===== src/rtl/core/tscf_pkg.sv =====
// ----------------------------------------------------------------------------
// tscf_pkg: shared types and constants of the TCP SYN cookie filter
// Header, queue item and result layouts, flag masks, codes and table sizing.
// ----------------------------------------------------------------------------
`default_nettype none

package tscf_pkg;

  // Connection table sizing
  localparam int TABLE_ENTRIES = 64;
  localparam int IDX_W         = (TABLE_ENTRIES > 1) ? $clog2(TABLE_ENTRIES) : 1;
  localparam int KEY_W         = 96;
  localparam logic [IDX_W-1:0] LAST_IDX = IDX_W'(TABLE_ENTRIES - 1);

  // TCP flag masks and the reserved-bits value that drops a packet
  localparam logic [7:0] FLAG_SYN   = 8'h02;
  localparam logic [7:0] FLAG_ACK   = 8'h10;
  localparam logic [7:0] FLAG_OTHER = 8'hED;
  localparam logic [3:0] RSV_DROP   = 4'd1;

  typedef enum logic [1:0] {
    VERDICT_PASS = 2'd0,
    VERDICT_DROP = 2'd1,
    VERDICT_TX   = 2'd2
  } verdict_t;

  // Header-only class, decided before the table is consulted
  typedef enum logic [1:0] {
    CLS_BAD   = 2'd0,
    CLS_SYN   = 2'd1,
    CLS_ACK   = 2'd2,
    CLS_OTHER = 2'd3
  } cls_t;

  typedef enum logic [1:0] {
    BK_IDLE = 2'd0,
    BK_SCAN = 2'd1,
    BK_LAST = 2'd2,
    BK_DONE = 2'd3
  } bk_state_t;

  typedef struct packed {
    logic [47:0] src_mac;
    logic [47:0] dst_mac;
    logic [31:0] src_ip;
    logic [31:0] dst_ip;
    logic [15:0] sport;
    logic [15:0] dport;
    logic [31:0] seq_num;
    logic [31:0] ack_num;
    logic [7:0]  flag_bits;
    logic [3:0]  reserved_bits;
  } hdr_t;

  typedef struct packed {
    hdr_t        hdr;
    cls_t        cls;
    logic [31:0] cookie;
  } item_t;

  typedef struct packed {
    verdict_t    verdict;
    logic [47:0] src_mac;
    logic [47:0] dst_mac;
    logic [31:0] src_ip;
    logic [31:0] dst_ip;
    logic [15:0] sport;
    logic [15:0] dport;
    logic [31:0] seq_num;
    logic [31:0] ack_num;
    logic [7:0]  flag_bits;
  } res_t;

  // Queue handshake status seen by the back end and the top level
  typedef struct packed {
    logic not_empty;
    logic full;
  } q_stat_t;

endpackage

`default_nettype wire


===== src/rtl/core/tscf_queue.sv =====
// ----------------------------------------------------------------------------
// tscf_queue: two-entry item queue
// Decouples the classifier from the table scan; head stays until popped.
// ----------------------------------------------------------------------------
`default_nettype none

module tscf_queue (
  input  wire logic              clk,
  input  wire logic              rst_n,
  input  wire logic              push,
  input  wire tscf_pkg::item_t   push_item,
  input  wire logic              pop,
  output tscf_pkg::item_t        head,
  output tscf_pkg::q_stat_t      stat
);

  tscf_pkg::item_t slot_r [2];
  logic       wr_ptr_r, wr_ptr_nxt;
  logic       rd_ptr_r, rd_ptr_nxt;
  logic [1:0] count_r, count_nxt;

  assign stat.full      = (count_r == 2'd2);
  assign stat.not_empty = (count_r != 2'd0);
  assign head           = slot_r[rd_ptr_r];

  always_comb begin
    wr_ptr_nxt = push ? ~wr_ptr_r : wr_ptr_r;
    rd_ptr_nxt = pop ? ~rd_ptr_r : rd_ptr_r;
    count_nxt  = count_r + {1'b0, push} - {1'b0, pop};
  end

  always_ff @(posedge clk) begin
    if (!rst_n) begin
      wr_ptr_r <= 1'b0;
      rd_ptr_r <= 1'b0;
      count_r  <= 2'd0;
    end else begin
      wr_ptr_r <= wr_ptr_nxt;
      rd_ptr_r <= rd_ptr_nxt;
      count_r  <= count_nxt;
    end
  end

  always_ff @(posedge clk) begin
    if (push) begin
      slot_r[wr_ptr_r] <= push_item;
    end
  end

endmodule

`default_nettype wire


===== config.mk =====
export PLATFORM = sky130hd
export DESIGN_NAME = tscf_queue
export DESIGN_NICKNAME = d
export VERILOG_FILES = /design/src/rtl/core/tscf_pkg.sv /design/src/rtl/core/tscf_queue.sv
export SDC_FILE = /design/constraint.sdc
export NUM_CORES = 1
export LEC_CHECK = 0
export BUFFER_PORTS_ARGS = -buffer_cell sky130_fd_sc_hd__buf_2
export CAP_MARGIN = 20
export CORE_AREA = 2 2 240 242
export DETAILED_ROUTE_END_ITERATION = 10
export DIE_AREA = 0 0 242 244
export PLACE_DENSITY = 0.68
export SETUP_SLACK_MARGIN = 0.1
export SYNTH_ARGS = -nofsm -noshare
export SYNTH_HDL_FRONTEND = slang
export SYNTH_SLANG_ARGS = --single-unit

===== constraint.sdc =====
create_clock -name clk -period 25.1 [get_ports clk]
set_input_delay 2.51 -clock clk [delete_from_list [all_inputs] [get_ports clk]]
set_output_delay 2.51 -clock clk [all_outputs]
set_load 0.005 [all_outputs]

==> results by group <==
Synthesis
  • Simple-gate share of the synthesized area: 0.241%
  • Post-Synth Adder-Cell Area: 0.107%
  • Synthesized area: 0.0234 mm2
  • Xor/xnor share of the synthesized area: 0.134%
  • Syn_nets: 1269
  • Post-synthesis sequential area ratio: 78.0%
  • Syn Inst Count: 961
  • Complex-gate fraction of the synthesized area: 0.0321%
  • Synth unique cells: 15
  • Multiplexer share of the synthesized area: 19.0%
  • Largest family of logic cells by synthesized area: multiplexers
  • Synthesis-stage register bit count: 609
  • Synth Area per Inst: 24.3 um2
  • Ys Warns: 0

Floorplan
  • Die height: 244 um
  • Cell Rows: 87
  • Die Width: 242 um
  • Core ar.: 0.0562 mm2
  • Starting Density: 41.6%
  • Die ar.: 0.0590 mm2
  • Ports: 610

Finish
  • Design area: 0.0289 mm2
  • Most frequent cells in the layout: buf_2 (609), edfxtp_1 (604), mux2_4 (280), clkbuf_16 (63), mux2_2 (22)
  • # nets final: 1918
  • Final core utilization: 51.4%
  • Synth-to-Final Area Change: 23.5%
  • Fill cells: 4571
  • Commonest non-fill, non-tap cell in the layout: buf_2
  • Share of layout cells above drive strength 1: 61.0%

Placement
  • I/O Buffers: 609
  • GP Congestion: 0.813
  • Post-place setup slack: 19.42 ns
  • DP Area: 0.0269 mm2
  • Dpl hpwl: 34900 um

Timing
  • Setup TNS Final: 0 ns
  • Final setup fails: 0
  • Max frequency: 0.160 GHz
  • Slew HR: 10.2%
  • WHS: 0.581 ns
  • Fin worst setup slack: 18.87 ns
  • RSZ-0062 raised after global routing: no
  • Max-slew violation count: 0
  • Fin crit share: 24.8%
  • Min Tclk post-route: 6.23 ns
  • Clk_skew: 0.0248 ns
  • Slew of the pin with the lowest slew margin: 1.35 ns
  • Final Hold Fails: 0

Clocking
  • Clock Latency Late Sink: 0.60 ns
  • Hold-fix buffers, CTS: 0
  • Post_cts resized: 0
  • Clock sink total: 609
  • CTS clk-pin slew, worst paths: 0.06 ns
  • Clock Path Buffers: 3
  • Root buf cell: clkbuf_16
  • H-tree depth: 2
  • Num CTS Buffers: 61
  • TritonCTS clock tree: built
  • Post-CTS Setup Inserts: 0

Status
  • Status: finished, final reports clean

Worst hold path
  • Hold_sp: rd_ptr_r
  • Hold WC Path Type: reg2reg

Critical path
  • Req. time, crit path: 22.59 ns
  • Crit path max fanout: 55
  • Setup CP Type: reg2out
  • Crit path max-delay cell type: buf_4
  • CP arrival: 3.72 ns
  • CP Cell Sequence: buf_4 -> buf_4 -> mux2_4 -> buf_2
  • CP max stage delay: 0.88 ns
  • Critical Path Most Common Cell: buf_4
  • Crit end category: output port
  • Worst Setup Start Kind: flip-flop
  • R2R setup slack: 21.78 ns
  • Worst R2R Start: wr_ptr_r

Run
  • Max-cap violations: 0

Global route
  • Vias in the first global route: 11900
  • First-pass GRT wire length: 73200 um
  • Largest net degree at the start of global routing: 162
  • Initial antenna violation count: 14
  • GRT Resource Usage Total: 16.4%
  • Overflow after GRT: 0

Pwr
  • Power per cell area: 80.0 mW/mm2
  • Part of the power in combinational logic: 10.6%
  • Clk pwr share: 37.6%
  • Worst vdd ir: 0.0000586 V
  • Leak: 11.4 nW
  • Sequential group share of total power: 51.8%
  • NetSw: 0.000492 W
  • Net Sw Frac: 21.3%
  • Internal: 0.00182 W

Drt
  • Via density per instance: 4.70
  • # DRC: 0
  • Wire per inst: 20.9 um
  • Drt pass-1 iters: 4
  • Iter 0 DRT Violations: 552
  • Total number of vias: 11400
  • Final wirelength: 50500 um
  • Antenna-violating nets left: 0
-- worst paths after layout --
| kind | to | cells after the start |
|---|---|---|
| max | head[49] | 4 |
| max reg2reg | slot_r[1][195] | 3 |
| min reg2reg | flip-flop | 2 |
| min | flip-flop | 2 |
-- synthesized netlist by cell type, drive strengths merged --
| cell | count | area [um2] |
|---|---|---|
| and2 | 4 | 25.0 |
| buf | 34 | 563 |
| dfxtp | 5 | 100 |
| edfxtp | 604 | 18100 |
| ha | 2 | 25.0 |
| inv | 2 | 7.51 |
| mux2 | 302 | 4450 |
| nor2b | 4 | 25.0 |
| o21a | 1 | 7.51 |
| or2 | 1 | 6.26 |
| xnor3 | 1 | 22.5 |
| xor2 | 1 | 8.76 |
-- critical path, delay by kind of cell (launching register included) --
family	cells	cell delay, ns
muxes	1	0.36
buffers and inverters	3	1.83
DFF	1	0.82
-- power by group through the flow --
stage               combinational (W)  sequential [W]  clock [W]
finish                       0.000245         0.00119   0.000869
floorplan                    0.000156         0.00123          0
global route                 0.000263         0.00120   0.000931
CTS                          0.000250         0.00120   0.000894
detailed placement           0.000248         0.00122          0
global placement             0.000245         0.00121          0
-- area by class of cell --
class	instances	area (um2)	area share [%]
Antenna cell	6	15.0	0.0520
Clock buffer	70	1600	5.55
Clock inverter	38	313	1.08
Inverter	2	7.51	0.0260
Multi-Input combinational cell	316	4580	15.9
Sequential cell	609	18200	63.2
Tap cell	756	946	3.28
Timing Repair Buffer	620	3160	10.9
-- flip-flops by register name (all words and copies together), names as in the netlist, named ones only --
| signal | flops |
|---|---|
| count_r | 2 |
| wr_ptr_r | 1 |
| rd_ptr_r | 1 |
| slot_r | 604 |
-- stage by stage --
step                      total power (W)  cells
after floorplan                   0.00138    961
after global placement            0.00146   2303
after detailed placement          0.00146   2303
after CTS                         0.00234   2411
after global routing              0.00239   2415
final                             0.00231   2417
-- metal layers --
layer  up-vias  routed length, um  GRT usage (%)  share of wire (%)
li1       5139                  -              -                  -
met1      5679              19200           19.0                 38
met2       449              25800           28.4                 51
met3        91               4240           5.97                8.4
met4        12               1280           5.27                2.5
met5         -                 65              0               0.13
-- cell families (layout without fill, tap and decap cells) --
kind of cell / Yosys count / in the layout
buf+inv: 36 / 730
other cells: 0 / 6
flops: 609 / 609
simple gates: 9 / 9
fa+ha+maj: 2 / 2
compound gates: 1 / 1
mux: 302 / 302
xor+xnor: 2 / 2
(Power assumes the default switching activity.)
