File: src/rtl/core/tscf_pkg.sv
// ----------------------------------------------------------------------------
// tscf_pkg: shared types and constants of the TCP SYN cookie filter
// Header, queue item and result layouts, flag masks, codes and table sizing.
// ----------------------------------------------------------------------------
`default_nettype none

package tscf_pkg;

  // Connection table sizing
  localparam int TABLE_ENTRIES = 64;
  localparam int IDX_W         = (TABLE_ENTRIES > 1) ? $clog2(TABLE_ENTRIES) : 1;
  localparam int KEY_W         = 96;
  localparam logic [IDX_W-1:0] LAST_IDX = IDX_W'(TABLE_ENTRIES - 1);

  // TCP flag masks and the reserved-bits value that drops a packet
  localparam logic [7:0] FLAG_SYN   = 8'h02;
  localparam logic [7:0] FLAG_ACK   = 8'h10;
  localparam logic [7:0] FLAG_OTHER = 8'hED;
  localparam logic [3:0] RSV_DROP   = 4'd1;

  typedef enum logic [1:0] {
    VERDICT_PASS = 2'd0,
    VERDICT_DROP = 2'd1,
    VERDICT_TX   = 2'd2
  } verdict_t;

  // Header-only class, decided before the table is consulted
  typedef enum logic [1:0] {
    CLS_BAD   = 2'd0,
    CLS_SYN   = 2'd1,
    CLS_ACK   = 2'd2,
    CLS_OTHER = 2'd3
  } cls_t;

  typedef enum logic [1:0] {
    BK_IDLE = 2'd0,
    BK_SCAN = 2'd1,
    BK_LAST = 2'd2,
    BK_DONE = 2'd3
  } bk_state_t;

  typedef struct packed {
    logic [47:0] src_mac;
    logic [47:0] dst_mac;
    logic [31:0] src_ip;
    logic [31:0] dst_ip;
    logic [15:0] sport;
    logic [15:0] dport;
    logic [31:0] seq_num;
    logic [31:0] ack_num;
    logic [7:0]  flag_bits;
    logic [3:0]  reserved_bits;
  } hdr_t;

  typedef struct packed {
    hdr_t        hdr;
    cls_t        cls;
    logic [31:0] cookie;
  } item_t;

  typedef struct packed {
    verdict_t    verdict;
    logic [47:0] src_mac;
    logic [47:0] dst_mac;
    logic [31:0] src_ip;
    logic [31:0] dst_ip;
    logic [15:0] sport;
    logic [15:0] dport;
    logic [31:0] seq_num;
    logic [31:0] ack_num;
    logic [7:0]  flag_bits;
  } res_t;

  // Queue handshake status seen by the back end and the top level
  typedef struct packed {
    logic not_empty;
    logic full;
  } q_stat_t;

endpackage

`default_nettype wire

File: src/rtl/core/tscf_front.sv
// ----------------------------------------------------------------------------
// tscf_front: header classifier
// Accepts a header beat, computes the cookie and sorts the header into a class.
// ----------------------------------------------------------------------------
`default_nettype none

module tscf_front (
  input  wire logic            start,
  input  wire logic            q_full,
  input  wire tscf_pkg::hdr_t  hdr,
  output logic                 push,
  output tscf_pkg::item_t      item
);

  logic [31:0] cookie;
  logic [31:0] ack_m1;
  logic        syn_f;
  logic        ack_f;
  logic        bad;

  assign cookie = {hdr.sport, hdr.dport} ^ hdr.src_ip ^ hdr.dst_ip;
  assign ack_m1 = hdr.ack_num - 32'd1;
  assign syn_f  = |(hdr.flag_bits & tscf_pkg::FLAG_SYN);
  assign ack_f  = |(hdr.flag_bits & tscf_pkg::FLAG_ACK);
  assign bad    = (syn_f && ack_f) || (hdr.reserved_bits == tscf_pkg::RSV_DROP)
                  || (|(hdr.flag_bits & tscf_pkg::FLAG_OTHER));

  assign push = start && !q_full;

  always_comb begin
    item.hdr    = hdr;
    item.cookie = cookie;
    if (bad) begin
      item.cls = tscf_pkg::CLS_BAD;
    end else if (syn_f) begin
      item.cls = tscf_pkg::CLS_SYN;
    end else if (ack_f && (ack_m1 == cookie)) begin
      item.cls = tscf_pkg::CLS_ACK;
    end else begin
      item.cls = tscf_pkg::CLS_OTHER;
    end
  end

endmodule

`default_nettype wire

File: config.mk
export PLATFORM = sky130hd
export DESIGN_NAME = tscf_front
export DESIGN_NICKNAME = d
export VERILOG_FILES = /design/src/rtl/core/tscf_pkg.sv /design/src/rtl/core/tscf_front.sv
export SDC_FILE = /design/constraint.sdc
export NUM_CORES = 1
export LEC_CHECK = 0
export BUFFER_PORTS_ARGS = -buffer_cell sky130_fd_sc_hd__buf_2
export CELL_PAD_IN_SITES_DETAIL_PLACEMENT = 0
export CELL_PAD_IN_SITES_GLOBAL_PLACEMENT = 1
export CORE_AREA = 3 3 219 221
export DETAILED_ROUTE_END_ITERATION = 8
export DIE_AREA = 0 0 222 224
export GPL_TIMING_DRIVEN = 0
export MAX_ROUTING_LAYER = met4
export PLACE_DENSITY = 0.47
export SLEW_MARGIN = 10
export SYNTH_ARGS = -nofsm -noshare
export SYNTH_HDL_FRONTEND = slang
export SYNTH_SLANG_ARGS = --single-unit
File: constraint.sdc
create_clock -name vclk -period 4.1
set_clock_uncertainty 0.2 [all_clocks]
set_input_delay 0.615 -clock vclk [all_inputs]
set_output_delay 0.615 -clock vclk [all_outputs]
set_load 0.005 [all_outputs]
==> tab_implementation.tex, run 1 <==
\begin{tabular}{lr}
\hline
Metric & Value \\
\hline
\multicolumn{2}{l}{\textbf{Layout}} \\
Clk\_buf instances & 0 \\
Layout filler cell count & 5,348 \\
Ratio of cells with drive above 1 in the final layout & 77.2\% \\
Post-route cell area & 7160 µm² \\
Reg area & 0 µm² \\
Nets & 1,229 \\
Synth-to-Final Area Change & 76.6\% \\
Sequential cell count of the final layout & 0 \\
\multicolumn{2}{l}{\textbf{Placement}} \\
Placer's final routability congestion estimate & 0.788 \\
Total half-perimeter wirelength after legalization and detailed placement & just under 20,000 µm \\
PortBufs & 443 \\
Post-detailed-placement cell area & between 7000 and 8000 µm² \\
\multicolumn{2}{l}{\textbf{Timing}} \\
Count of final setup violators & 0 \\
Fin. Hold Viols & 0 \\
Unrepaired setup endpoints after global routing & false \\
TNS Setup & 0 ps \\
Fin. max-slew vios & 0 \\
Tmin final & 3890 ps \\
Worst slack on hold paths & roughly 1200 ps \\
Transition time at the pin with the least slew margin & between 600 and 700 ps \\
F\_max & 257 MHz \\
Fraction of the cycle the final worst path needs & a little over nine tenths \\
Max-slew headroom at the worst pin & 57.9\% \\
\multicolumn{2}{l}{\textbf{Floorplan}} \\
Total core area & 46,400 µm² \\
Full die area & 49,700 µm² \\
Width of the die & between 200 and 250 µm \\
Boundary Pins & 573 \\
Die extent in y & 224 µm \\
Row Count & 79 \\
Initial core utilization & 8.75\% \\
\multicolumn{2}{l}{\textbf{Global route}} \\
Total GRT Usage & 7.69\% \\
Vias in the first global route & 4,522 \\
Number of antenna violations at the first check in global routing & 4 \\
Aggregate global routing overflow & 0 \\
Global-route wire length before repair & 28,500 µm \\
Largest net degree at the start of global routing & 11 \\
\multicolumn{2}{l}{\textbf{Power and ir drop}} \\
Peak supply drop & 0.0000482 V \\
Power density of the placed cells & between 100 and 150 nW/µm² \\
Static leakage & 0.00390 µW \\
Pwr Total & $\sim$840 µW \\
\multicolumn{2}{l}{\textbf{Synth}} \\
Area share of xor/xnor cells in the synthesized design & 25.4\% \\
Mean area per synthesized cell & 7.89 µm² \\
Share of synthesized area spent on multiplexers & about 1.0\% \\
Netlist area before placement & approximately 4000 µm² \\
Yosys warning count & 0 \\
Count of mapped cells out of synthesis & 514 \\
Share of the yosys chip area belonging to registers & 0\% \\
Combinational family with the most area after synthesis & buffers and inverters \\
Area fraction in and, or, nand and nor cells after synthesis & 14.6\% \\
Adder-Cell Fraction of Synth Area & 0.309\% \\
Synthesized Nets & 785 \\
Synth cell types & 51 \\
Post-synthesis compound-gate area fraction & 6.57\% \\
\multicolumn{2}{l}{\textbf{Worst setup path}} \\
Arrival time at the worst endpoint & 3070 ps \\
Delay-heaviest family, CP & simple AND/OR/NAND/NOR gates \\
Startpoint type of the worst setup path & input pin \\
Largest fanout on the critical path & 9 \\
Cells traversed along the worst timing path & buf\_2 > inv\_1 > ha\_1 > nand2b\_4 > or4\_1 > xnor3\_1 > nor4\_2 > o2111ai\_2 > nor4\_4 > a21oi\_1 > buf\_2 \\
Slowest cell on the critical path & or4\_1 \\
Critical Path Max Stage Delay & 440 ps \\
Critical path capture point type & output port \\
Most frequent CP cell & buf\_2 \\
Worst setup path category & in2out \\
Required time at the worst-slack endpoint & 3280 ps \\
Bufs and invs on worst path & 3 \\
\multicolumn{2}{l}{\textbf{Run}} \\
Count of max-cap constraint violations & 0 \\
\multicolumn{2}{l}{\textbf{Route}} \\
Initial drt markers & 102 \\
Final routed wirelength across all metal layers & approximately 21,000 µm \\
Wirelength per Cell & 13.4 µm \\
Drt pass-1 iters & 4 \\
Number of routed nets with antenna violations & 0 \\
Routed via count divided by cell count & 2.98 \\
Number of vias in the routed layout & 4,665 \\
Remaining design rule violation count & 0 \\
\multicolumn{2}{l}{\textbf{Status}} \\
Status & finished, final reports clean \\
\multicolumn{2}{l}{\textbf{Worst hold path}} \\
Worst hold path class & in2out \\
\hline
\end{tabular}
==> worst paths after layout <==
path	from	endpoint	slack [ps]	cells past startpoint
setup / recovery	hdr[12]	item[32]	210	11
hold / removal	hdr[73]	item[107]	1200	2
==> power by group <==
group / total (µW) / internal [µW] / leakage (µW) / switching [µW]
combinational: 843 / 481 / 0.00390 / 362
clock: 0.0000982 / 0.0000982 / 0.0000000190 / 0
sequential: 0 / 0 / 0 / 0
==> cells in the final DEF, fill, tap and decap left out, types with 3 or more instances in the layout <==
| cell type | n |
|---|---|
| nor2_1 | 13 |
| nor4_4 | 4 |
| o21ai_0 | 3 |
| nand2_1 | 6 |
| nand4_1 | 6 |
| nand3_1 | 6 |
| diode_2 | 3 |
| xor2_1 | 14 |
| buf_2 | 444 |
| nor3_1 | 16 |
| or3_1 | 4 |
| a31oi_1 | 3 |
| or4_1 | 4 |
| nor4_1 | 3 |
| xor3_1 | 4 |
| xnor2_1 | 49 |
| and3_1 | 4 |
| or3_4 | 3 |
| xnor3_1 | 17 |
| nor3b_1 | 3 |
| buf_4 | 270 |
| a211oi_1 | 4 |
| nor4_2 | 4 |
| nand2b_1 | 5 |
| inv_1 | 15 |
| a21oi_1 | 8 |
==> per-stage QoR <==
step                      std cells  utilization [%]  worst slack, ps
after global routing           1566             15.5             22.4
after floorplan                 514                -              592
after detailed placement       1564             15.2             -621
after global placement         1564             15.2             -618
after CTS                      1562             15.3             29.7
final                          1566             15.5              210
==> synthesized netlist by cell type (all sizes together) (2+ instances only) <==
cell / instances / share of area (%)
a211o: 2 / 0.43
a211oi: 4 / 0.74
a21oi: 8 / 0.99
a31oi: 3 / 0.46
a32o: 2 / 0.49
and2: 2 / 0.31
and3: 4 / 0.62
buf: 272 / 50
clkbuf: 3 / 0.28
inv: 15 / 1.4
mux2: 2 / 0.56
mux2i: 2 / 0.49
nand2: 6 / 0.56
nand2b: 6 / 0.93
nand3: 7 / 0.86
nand4: 6 / 0.93
nor2: 13 / 1.2
nor2b: 2 / 0.31
nor3: 19 / 2.3
nor3b: 3 / 0.56
nor4: 11 / 2.3
nor4b: 2 / 0.43
o2111ai: 3 / 0.65
o21ai: 3 / 0.37
o22ai: 2 / 0.31
or3: 7 / 1.2
or4: 6 / 1.2
xnor2: 49 / 11
xnor3: 17 / 9.4
xor2: 14 / 3.0
xor3: 4 / 2.3
==> per-layer routing <==
| metal | track usage, % | wire (µm) | part of all wire, % | vias up |
|---|---|---|---|---|
| li1 | - | - | - | 2348 |
| met1 | 8.93 | 8060 | 38 | 2045 |
| met2 | 14.6 | 11400 | 54 | 266 |
| met3 | 0.983 | 1420 | 6.7 | 6 |
| met4 | 0.722 | 165 | 0.78 | 0 |
| met5 | - | 0 | 0 | - |
==> cell type report <==
cell class	count	area, µm²	share of cell area, %
Timing Repair Buffer	444	2220	31.1
Multi-Input combinational cell	224	2060	28.8
Buffer	273	2050	28.6
Tap cell	607	759	10.6
Inverter	15	56.3	0.786
Antenna cell	3	7.51	0.105
==> repair_timing <==
action                     in CTS  in global routing
buffers inserted                0                  1
hold buffers                    0                  0
setup endpoints to repair       1                  1
resized for setup              11                 11
pin swaps                       1                  2
==> logic make-up after synthesis <==
logic type	after synthesis
fa+ha+maj	1
simple gates	98
compound gates	37
mux	4
xor+xnor	84
buf+inv	290
Power figures use the tool's default switching activity.
==> run 2, diff against run 1 <==
ABC_AREA = 1   (was default)
CORE_AREA = 2 2 226 228   (was 3 3 219 221)
DIE_AREA = 0 0 228 230   (was 0 0 222 224)
PLACE_DENSITY = 0.49   (was 0.47)
==> run 2 against run 1 <==
Net effect:
- core utilization is 0.47 points higher
- non-clock buffer count is 4 lower
- highest routed layer is now met3
- largest power group unchanged
- critical path depth is 6 higher
- critical path type unchanged
- sequential share of layout area stayed put
- sequential cell count stayed put
==> tab_implementation.tex, run 2 <==
\begin{tabular}{lr}
\hline
Metric & Value \\
\hline
\multicolumn{2}{l}{\textbf{Route}} \\
Initial drt markers & 162 (was 102) \\
Routed via count divided by cell count & 3.07 (was 2.98) \\
Met1 layer wirelength in the final routing & 10,400 µm (was 8060 µm) \\
Routed length on met2 & 12,800 µm (was 11,400 µm) \\
Final routed wirelength across all metal layers & 24,500 µm (was 21,100 µm) \\
Number of vias in the routed layout & 6,240 (was 4,665) \\
Wirelength per Cell & 12.1 µm (was 13.4 µm) \\
Remaining design rule violation count & 0 (unchanged) \\
Number of routed nets with antenna violations & 0 (unchanged) \\
Top layer used by detailed routing & met3 (was met4) \\
Met3 routed wirelength & 1290 µm (was 1420 µm) \\
Drt pass-1 iters & 4 (unchanged) \\
\multicolumn{2}{l}{\textbf{Placement}} \\
Worst slack at placement & 108 ps (was -621 ps) \\
PortBufs & 445 (was 443) \\
Placer's final routability congestion estimate & 0.818 (was 0.788) \\
Total half-perimeter wirelength after legalization and detailed placement & 23,100 µm (was 19,700 µm) \\
\multicolumn{2}{l}{\textbf{Timing}} \\
Fin. Hold Viols & 0 (unchanged) \\
Fin. max-slew vios & 0 (unchanged) \\
TNS Setup & 0 ps (unchanged) \\
Transition time at the pin with the least slew margin & 355 ps (was 626 ps) \\
Tmin final & 3720 ps (was 3890 ps) \\
Unrepaired setup endpoints after global routing & false (unchanged) \\
Min setup slack post-route & 381 ps (was 210 ps) \\
Max-slew headroom at the worst pin & 76.2\% (was 57.9\%) \\
F\_max & 269 MHz (was 257 MHz) \\
Fraction of the cycle the final worst path needs & 90.7\% (was 94.9\%) \\
Count of final setup violators & 0 (unchanged) \\
\multicolumn{2}{l}{\textbf{Global route}} \\
Aggregate global routing overflow & 0 (unchanged) \\
Largest net degree at the start of global routing & 9 (was 11) \\
Number of antenna violations at the first check in global routing & 4 (unchanged) \\
Vias in the first global route & 5,820 (was 4,522) \\
Total GRT Usage & 8.67\% (was 7.69\%) \\
Global-route wire length before repair & 34,200 µm (was 28,500 µm) \\
\multicolumn{2}{l}{\textbf{Synth}} \\
Share of the yosys chip area belonging to registers & 0\% (unchanged) \\
Yosys warning count & 0 (unchanged) \\
Most common cell in the synthesized netlist & nand2\_1 (was buf\_4) \\
Most used standard cells in the synthesized netlist & nand2\_1, buf\_4, inv\_1 (was buf\_4, xnor2\_1, nor3\_1) \\
Mean area per synthesized cell & 5.33 µm² (was 7.89 µm²) \\
Synth top area cells & buf\_4, nand2\_1, inv\_1 (was buf\_4, xnor2\_1, xnor3\_1) \\
Netlist area before placement & 4860 µm² (was 4060 µm²) \\
Count of mapped cells out of synthesis & 911 (was 514) \\
Area share of the leading cell type in the synthesized netlist & 41.4\% (was 49.6\%) \\
Post-synth top area cell & buf\_4 (unchanged) \\
Synth cell types & 23 (was 51) \\
Synthesized Nets & 1,182 (was 785) \\
\multicolumn{2}{l}{\textbf{Layout}} \\
Reg area & 0 µm² (unchanged) \\
Commonest cells after routing, fill and taps aside & buf\_2, nand2\_1, buf\_4 (was buf\_2, buf\_4, xnor2\_1) \\
Ratio of cells with drive above 1 in the final layout & 54.4\% (was 77.2\%) \\
Synth-to-Final Area Change & 63.3\% (was 76.6\%) \\
Area of the multi-input gates & 2350 µm² (was 2060 µm²) \\
Sequential cell count of the final layout & 0 (unchanged) \\
Clk\_buf instances & 0 (unchanged) \\
Layout filler cell count & 5,874 (was 5,348) \\
Nets & 1,629 (was 1,229) \\
Most frequent standard cell in the layout excluding fill and tap cells & buf\_2 (unchanged) \\
\multicolumn{2}{l}{\textbf{Floorplan}} \\
Boundary Pins & 573 (unchanged) \\
Die extent in y & 230 µm (was 224 µm) \\
Total core area & 49,900 µm² (was 46,400 µm²) \\
Width of the die & 228 µm (was 222 µm) \\
Full die area & 52,400 µm² (was 49,700 µm²) \\
Initial core utilization & 9.75\% (was 8.75\%) \\
Row Count & 82 (was 79) \\
\multicolumn{2}{l}{\textbf{Power and ir drop}} \\
Portion of total power attributed to sequential cells & 0\% (about the same) \\
Power density of the placed cells & 100 nW/µm² (was 118 nW/µm²) \\
Combinational power share & 100.0\% (about the same) \\
Static leakage & 0.00501 µW (was 0.00390 µW) \\
Share of total power in the clock network & 0\% (about the same) \\
Switching share of power & 48.3\% (was 43.0\%) \\
Cell Int Power & 413 µW (was 481 µW) \\
Peak supply drop & 0.0000321 V (was 0.0000482 V) \\
Pwr Total & 798 µW (was 843 µW) \\
Switching component of the power & 385 µW (was 362 µW) \\
\multicolumn{2}{l}{\textbf{Worst setup path}} \\
Startpoint type of the worst setup path & input pin (unchanged) \\
Bufs and invs on worst path & 3 (unchanged) \\
Cells traversed along the worst timing path & buf\_2 > inv\_1 > ha\_1 > nand2\_4 > nor2\_8 > nand2\_2 > nand2\_1 > nand2\_1 > nand2\_1 > nand2\_1 > nor2\_1 > nand2\_1 > nor2\_1 > nand3\_1 > nor2\_1 > nor2\_1 > buf\_2 (was buf\_2 > inv\_1 > ha\_1 > nand2b\_4 > or4\_1 > xnor3\_1 > nor4\_2 > o2111ai\_2 > nor4\_4 > a21oi\_1 > buf\_2) \\
Largest fanout on the critical path & 8 (was 9) \\
Required time at the worst-slack endpoint & 3280 ps (about the same) \\
Delay-heaviest family, CP & simple AND/OR/NAND/NOR gates (unchanged) \\
Worst setup path category & in2out (unchanged) \\
Arrival time at the worst endpoint & 2900 ps (was 3070 ps) \\
Critical Path Max Stage Delay & 370 ps (was 440 ps) \\
Critical Path Stages & 17 (was 11) \\
Most frequent CP cell & nand2\_1 (was buf\_2) \\
Slowest cell on the critical path & ha\_1 (was or4\_1) \\
Critical path capture point type & output port (unchanged) \\
\multicolumn{2}{l}{\textbf{Clocking}} \\
Hold buffer count at cts & 0 (unchanged) \\
Count of cells resized by post-cts repair & 0 (was 11) \\
Number of setup buffers added after CTS & 0 (unchanged) \\
\multicolumn{2}{l}{\textbf{Worst hold path}} \\
Worst hold path class & in2out (unchanged) \\
Count of cells along the worst hold path & 2 (unchanged) \\
\multicolumn{2}{l}{\textbf{Status}} \\
Status & finished, final reports clean (unchanged) \\
\multicolumn{2}{l}{\textbf{Run}} \\
Count of max-cap constraint violations & 0 (unchanged) \\
\hline
\end{tabular}
==> run 2: cell types whose count changed after synthesis, sizes merged, moves of 7 or more <==
cell	change
nor4	-10
nor2	+77
or3	-7
xnor2	-36
inv	+118
nand3	+48
nor3	-19
xnor3	-17
nand2	+289
nand3b	+21
==> run 2: layer usage <==
metal	GRT usage, %	up-vias
li1	-	3335
met1	10.5	2660
met2	16.2	245
met3	0.843	0
met4	0.408	0
met5	-	-
==> run 2: power by group through the flow <==
stage               Sequential (µW)  Combinational (µW)  Clock, µW
global placement                  0                 823          0
floorplan                         0                 432          0
detailed placement                0                 823          0
global route                      0                 898   0.000131
CTS                               0                 826          0
finish                            0                 798   0.000131
==> run 2: cell type report <==
cell class / count / share of cell area (%)
antenna: 4 / 0.126
timing repair buffer: 445 / 28.1
buffer: 268 / 25.3
inverter: 133 / 6.29
tap: 672 / 10.6
multi-input combinational: 510 / 29.6
==> run 2: cell families after synthesis <==
group                    share of synthesized area (%)
AND/OR/NAND/NOR                                   42.3
buffers and inverters                             51.7
XOR/XNOR                                          5.05
AO/OA/AOI/OAI                                    0.772
adder cells (fa/ha/maj)                          0.257
==> run 2: through the flow <==
step / area [µm²] / hold WS (ps) / util (%) / std cells
detailed placement: 7930 / 1200 / 15.9 / 2028
CTS: 7930 / 1200 / 15.9 / 2028
global placement: 7930 / 1200 / 15.9 / 2028
finish: 7940 / 1200 / 15.9 / 2032
global route: 7940 / 1200 / 15.9 / 2032
floorplan: 4860 / 1060 / - / 911
==> run 2: path summary, 6_finish.rpt <==
path	to	from	slack, ps
min	item[291]	hdr[257]	1200
max	item[32]	hdr[12]	380
